File: src/design/eco_pkg.sv
`timescale 1ns / 1ps
`default_nettype none
// ----------------------------------------------------------------------------
// eco_pkg: shared types and constants
// Angle constants, CORDIC table and controller states for the camera unit.
// ----------------------------------------------------------------------------
package eco_pkg;

  localparam int AngHalf   = 46080;
  localparam int AngFull   = 92160;
  localparam int AngQuart  = 23040;
  localparam int PitchLim  = 22784;
  localparam int CordicN   = 16;
  localparam logic signed [33:0] CordicK = 34'sd652032874;
  localparam logic signed [33:0] OneQ30  = 34'sd1073741824;
  localparam logic [15:0] SensReset = 16'd410;

  typedef enum logic [2:0] {
    ST_IDLE,
    ST_UPD,
    ST_PREP,
    ST_ROT,
    ST_MUL,
    ST_OUT
  } state_e;

  typedef struct packed {
    logic upd;     // latch item, update angles
    logic wrap;    // wrap yaw, reduce pitch for trig
    logic prep;    // load CORDIC for current angle
    logic rot;     // one CORDIC iteration
    logic fin;     // store sin/cos of current angle
    logic mul;     // one product step
    logic pack;    // register result
  } cmd_t;

  typedef struct packed {
    logic rot_last;
    logic sel_pitch;  // current CORDIC angle is pitch
    logic mul_last;
  } sts_t;

  function automatic logic signed [23:0] atan_q16(input logic [3:0] i);
    logic signed [23:0] r;
    case (i)
      4'd0:  r = 24'sd2949120;
      4'd1:  r = 24'sd1740967;
      4'd2:  r = 24'sd919879;
      4'd3:  r = 24'sd466945;
      4'd4:  r = 24'sd234379;
      4'd5:  r = 24'sd117304;
      4'd6:  r = 24'sd58666;
      4'd7:  r = 24'sd29335;
      4'd8:  r = 24'sd14668;
      4'd9:  r = 24'sd7334;
      4'd10: r = 24'sd3667;
      4'd11: r = 24'sd1833;
      4'd12: r = 24'sd917;
      4'd13: r = 24'sd458;
      4'd14: r = 24'sd229;
      default: r = 24'sd115;
    endcase
    return r;
  endfunction

endpackage
`default_nettype wire

File: src/design/eco_ctrl.sv
`timescale 1ns / 1ps
`default_nettype none
// ----------------------------------------------------------------------------
// eco_ctrl: sequencer
// Steps the datapath through update, two CORDIC runs, products and output.
// ----------------------------------------------------------------------------
module eco_ctrl import eco_pkg::*; (
  input  wire  clk_i,
  input  wire  rst_ni,
  input  wire  in_valid_i,
  output logic in_ready_o,
  output logic out_valid_o,
  input  wire  out_ready_i,
  input  sts_t sts_i,
  output cmd_t cmd_o
);

  state_e state_q, state_d;
  logic   ov_q, ov_d;

  always_ff @(posedge clk_i or negedge rst_ni) begin
    if (!rst_ni) begin
      state_q <= ST_IDLE;
      ov_q    <= 1'b0;
    end else begin
      state_q <= state_d;
      ov_q    <= ov_d;
    end
  end

  assign out_valid_o = ov_q;

  always_comb begin
    state_d    = state_q;
    ov_d       = ov_q & ~out_ready_i;
    cmd_o      = '0;
    in_ready_o = 1'b0;
    unique case (state_q)
      ST_IDLE: begin
        in_ready_o = 1'b1;
        if (in_valid_i) begin
          cmd_o.upd = 1'b1;
          state_d   = ST_UPD;
        end
      end
      ST_UPD: begin
        cmd_o.wrap = 1'b1;
        state_d    = ST_PREP;
      end
      ST_PREP: begin
        cmd_o.prep = 1'b1;
        state_d    = ST_ROT;
      end
      ST_ROT: begin
        cmd_o.rot = 1'b1;
        if (sts_i.rot_last) begin
          cmd_o.fin = 1'b1;
          state_d   = sts_i.sel_pitch ? ST_MUL : ST_PREP;
        end
      end
      ST_MUL: begin
        cmd_o.mul = 1'b1;
        if (sts_i.mul_last) state_d = ST_OUT;
      end
      ST_OUT: begin
        // output register free or being drained this cycle
        if (!ov_q || out_ready_i) begin
          cmd_o.pack = 1'b1;
          ov_d       = 1'b1;
          state_d    = ST_IDLE;
        end
      end
      default: state_d = ST_IDLE;
    endcase
  end

endmodule
`default_nettype wire

File: config.mk
export PLATFORM = sky130hd
export DESIGN_NAME = eco_ctrl
export DESIGN_NICKNAME = d
export VERILOG_FILES = /design/src/design/eco_pkg.sv /design/src/design/eco_ctrl.sv
export SDC_FILE = /design/constraint.sdc
export NUM_CORES = 1
export LEC_CHECK = 0
export BUFFER_PORTS_ARGS = -buffer_cell sky130_fd_sc_hd__buf_2
export CORE_AREA = 10 10 47 49
export CTS_CLUSTER_SIZE = 20
export DETAILED_ROUTE_END_ITERATION = 8
export DIE_AREA = 0 0 57 59
export MAX_ROUTING_LAYER = met4
export PLACE_DENSITY = 0.53
export SETUP_SLACK_MARGIN = 0.3
export SYNTH_ARGS = -nofsm -noshare
export SYNTH_HDL_FRONTEND = slang
export SYNTH_SLANG_ARGS = --single-unit
File: constraint.sdc
create_clock -name clk_i -period 1.35 [get_ports clk_i]
set_clock_uncertainty 0.2 [all_clocks]
set_input_delay 0.135 -clock clk_i [delete_from_list [all_inputs] [get_ports clk_i]]
set_output_delay 0.135 -clock clk_i [all_outputs]
set_load 0.03 [all_outputs]
# After elaboration in Yosys (flattened, before gate mapping)
# Cells that the tools add are included.
# totals
n_memories	0
mem_bits_ro	0
register_bits	4
out_inout_bits	9
elab_cells	35
latch_bits	0
mem_bits_rw	0
# op_classes
reduce_logical	4
n_bitwise	2
n_shift	0
n_mul	0
magnitude_cmp	0
n_addsub	0
div	0
n_eq_ne	9
n_mux	18
# ops
op	n
$pmux W3 S6	1
$mux W3	5
$mux W1	11
$ne A2 B2 Y1 const B	4
$eq A3 B2 Y1 const B	2
$eq A3 B3 Y1 const B	2
$reduce_and A4 Y1	1
$eq A3 B1 Y1 const B	1
$logic_not A3 Y1	1
$mux W2	1
$and A1 B1 Y1	1
$logic_not A1 Y1	1
$logic_or A1 B1 Y1	1
$not A1 Y1	1

# Longest topological paths before layout
# depth
word_depth	4
depth_mapped	4
mapped_depth_nobuf	3

# Worst setup path before layout
# No wires, ideal clock.
# synth_timing
kind	reg-to-output
start	register state_q[0]
end	output port cmd_o[6] (netlist name)
arrival_ps	1349
stages_incl_launch_ff	4
setup_slack_ps	-334
t_required_ps	1015
cell_sequence	dfrtp_1 > buf_2 > nor3_2 > and2_1
# synth_lines
item	line	source
from (decl)	eco_ctrl.sv:18	state_e state_q, state_d;
from (signal assigned)	eco_ctrl.sv:26	state_q <= state_d;
to (decl)	eco_ctrl.sv:15	output cmd_t cmd_o

==> impl_summary.md <==
Clocking
No sink is reached through more buffers than the 2 on the longest clock path. The clock slew seen by the registers of the worst setup and hold paths is 50 ps. The hold-fix buffer count after cts is 1. At the later pin of the worst-skew pair, clock insertion delay measures 250 ps. The total CTS buffers is 3.

Clock tree synthesis found a total of 4 sinks. TritonCTS built the clock tree. In this run the clock root is driven by a sky130_fd_sc_hd__clkbuf_4. CTS built an H-tree with a depth of 1.

STA
Setup violations remaining at the end of the flow were counted as 10. Hold timing on the final database bottoms out at a slack of -65.0 ps. The shortest clock period the worst path allows after layout is 1560 ps. The worst max-slew margin expressed relative to the limit is 88.4%.

At the pin with the least slew margin, the transition time is 172 ps. Setup repair after global routing could not meet its margin everywhere. Dividing the final minimum period by the clock period gives 116%.

The worst setup slack after layout is -215 ps. The final hold violation count is 3. The max-slew violation total from the final report is 0.

Timing would allow up to 639 MHz.

Setup path
The data arrival time of the worst path is 1230 ps. The worst setup path is captured at an output port. The register-to-register setup slack is -50 ps. The critical path required time is 1010 ps. The path depth of the worst reg2reg path is 5. The top fanout value on the critical path is 6. The endpoint identified for the worst register-to-register timing path is state_q[0].

The critical path start-end classification is flip-flop to output port. STA classifies the critical path startpoint as a flip-flop. In this run the critical register-to-register path is launched from state_q[2].

Run
The number of max-cap violations is 0.

Synthesis
Counting every net in the synthesized netlist gives 36. The post-synthesis async set-or-reset flop share is 100%. In the synthesized netlist the dominant register cell turns out to be sky130_fd_sc_hd__dfrtp_1. Yosys printed 0 warnings. The sequential cell area fraction in the yosys report is 35.6%. The most frequently used cell type in the post-synthesis netlist is sky130_fd_sc_hd__dfrtp_1. Sorting the synthesized cells by how often they occur yields sky130_fd_sc_hd__dfrtp_1, sky130_fd_sc_hd__and2_1, sky130_fd_sc_hd__nand2b_4, sky130_fd_sc_hd__nor2_1.

The post-synthesis average cell area is 9.71 um^2. The biggest area contributor in the post-synthesis netlist is sky130_fd_sc_hd__dfrtp_1. The post-synthesis register bit count is 4. The count of flip-flops with a built-in enable after synthesis is 0. After synthesis, the cell types taking the most area are sky130_fd_sc_hd__dfrtp_1, sky130_fd_sc_hd__nand2b_4, sky130_fd_sc_hd__and2_1, sky130_fd_sc_hd__nor3b_2, sky130_fd_sc_hd__buf_6. After synthesis, the largest area contributor takes up 35.6% of total cell area.

The number of different library cells used by synthesis comes to 23. The post-synthesis cell area is 282 um^2. Synthesis handed over a netlist of 29 instances.

Pwr
In this run the static leakage power is 0.284 nW. In this run, flip-flops and latches consume 18.6% of the power. The fraction of power spent switching nets is 43.2%.

Of the total power, combinational logic draws 68.6%. The switching power of the nets is 594 uW. The cell-internal power is 783 uW. The maximum vdd ir drop is 0.882 mV. The total power per unit cell area is 2320 nW/um^2. In this run, the clock network consumes 12.8% of the power.

Global routing
The first-pass GRT wire length is 1.71 mm. The number of antenna violations at the first check in global routing is 0. The number of global-route vias before repair was 374. Global routing used 6.91% of the available tracks across all layers. After global routing the overflow that remains totals 0. Entering global routing, the biggest net connects 7 pins.

Floorplan
The full die area is 3360 um^2. The total core area is 1400 um^2. 16 I/O pins were placed.

The floorplan step set the die height to 59 um. The initialized floorplan defines 14 standard-cell rows. Once the floorplan was initialized, standard cells occupied 20.1% of the core. The die span in x is 57 um.

Hold path
Counting instances, the worst hold path has a depth of 2. In this run the worst hold path is classified as input port to flip-flop. The path with the worst hold slack has its endpoint at state_q[1]. The startpoint of the tightest hold check path is sts_i[1].

Status
The flow ran to the end, but the final reports show violations. The final reports fail on hold timing, setup timing.

Place
The placed wire-length estimate is 741 um. The placer congestion estimate is 0.750. Timing analysis after detailed placement gives a worst setup slack of -37.9 ps. The placed instances occupy a cell area of 462 um^2. The count of buffers added on input and output ports is 15.

Layout
After routing the design area is 593 um^2. The area growth from synthesis to layout is 111%. The share of layout cells above drive strength 1 is 74.1%.

In the final layout, flip-flops and latches occupy 104 um^2. The repair_antennas step left the layout with diodes totalling 0. In the final layout, the multi-input gates occupy 199 um^2. The filler cells instantiated in the layout total 136. The number of nets in the layout is 66.

Routing
The detailed-router iteration count before antenna repair is 4. The final layout contains routed wiring with a total length of 1.03 mm. The average wire per cell in the routed design is 13.9 um. The residual antenna-violating net count after detailed routing is 0. The total via count in the routed design is 345. The per-cell via count in the routed design is 4.66. The first-iteration detailed-routing DRC count is 10. The final routed DRC violation total is 0.
[layout by cell type (no fill, tap or decap), drive strengths merged]
| master | n |
|---|---|
| nand2b | 3 |
| o21bai | 1 |
| a21oi | 1 |
| a41oi | 1 |
| clkbuf | 4 |
| dlygate4sd3 | 1 |
| dfrtp | 4 |
| nor2 | 3 |
| buf | 26 |
| nor3b | 1 |
| nand2 | 1 |
| o22ai | 1 |
| inv | 2 |
| nand3b | 1 |
| and2 | 2 |
| nor2b | 1 |
| o221ai | 1 |
| nor3 | 2 |
| o21a | 1 |
| a31o | 1 |
[critical path, cell delays in order (launching register included)]
cell and delay [ps]:
sky130_fd_sc_hd__dfrtp_2 460, sky130_fd_sc_hd__buf_4 180, sky130_fd_sc_hd__nor3b_2 170, sky130_fd_sc_hd__buf_4 180
[worst max path at each step]
| stage | startpoint | end | slack [ps] | cells past startpoint |
|---|---|---|---|---|
| floorplan | state_q[0] | cmd_o[6] | -100 | 3 |
| global placement | state_q[1] | cmd_o[0] | -40 | 3 |
| detailed placement | state_q[1] | cmd_o[0] | -40 | 3 |
| CTS | state_q[1] | cmd_o[1] | -220 | 3 |
| global route | state_q[1] | cmd_o[0] | -260 | 3 |
| finish | state_q[1] | cmd_o[1] | -210 | 3 |
[area by class of cell]
type	instances	share of cell area, %
Sequential cell	4	17.5
Tap cell	16	3.38
Multi-Input combinational cell	21	33.5
Inverter	2	1.27
Clock buffer	4	4.43
Timing Repair Buffer	27	39.9
[flip-flops by register name, summed over array words and instances (netlist names)]
| signal | count |
|---|---|
| state_q | 3 |
| out_valid_o | 1 |
[metal layers]
| layer | part of all wire (%) | vias to the layer above | track usage [%] |
|---|---|---|---|
| met5 | 0 | - | - |
| met4 | 3.3 | 0 | 7.05 |
| met3 | 7.2 | 8 | 2.15 |
| met2 | 44 | 24 | 8.84 |
| met1 | 45 | 154 | 8.04 |
| li1 | - | 159 | - |
[through the flow]
stage / instances / util [%] / setup TNS, ps / hold WS [ps] / total power [mW]
global placement: 65 / 32.9 / -82.6 / -255 / 0.986
finish: 74 / 42.3 / -1500 / -65.0 / 1.38
floorplan: 29 / - / -150 / -361 / 0.752
detailed placement: 65 / 32.9 / -81.8 / -250 / 0.986
global route: 74 / 42.3 / -2050 / -59.2 / 1.47
CTS: 71 / 40.2 / -1410 / -65.3 / 1.32
[cells by family (layout without fill, tap and decap cells)]
logic type | Yosys count | after routing | share of synthesized area (%)
compound gates | 7 | 7 | 18.7
buf+inv | 4 | 33 | 8.44
simple gates | 14 | 14 | 37.3
flops | 4 | 4 | 35.6
[power by group through the flow]
stage	logic (mW)	clock network (mW)	registers, mW
2_1_floorplan	0.546	0	0.205
5_1_grt	1.01	0.188	0.265
3_3_place_gp	0.743	0	0.244
4_1_cts	0.881	0.180	0.256
6_report	0.945	0.176	0.256
3_5_place_dp	0.740	0	0.246
[repair_timing]
action | 4_1_cts | 5_1_grt
endpoints found under the setup margin | 13 | 13
gates resized for setup | 19 | 2
endpoints found under the hold margin | 7 | 2
setup buffers | 1 | 3
pin swaps | 1 | 2
Power figures use the tool's default switching activity.
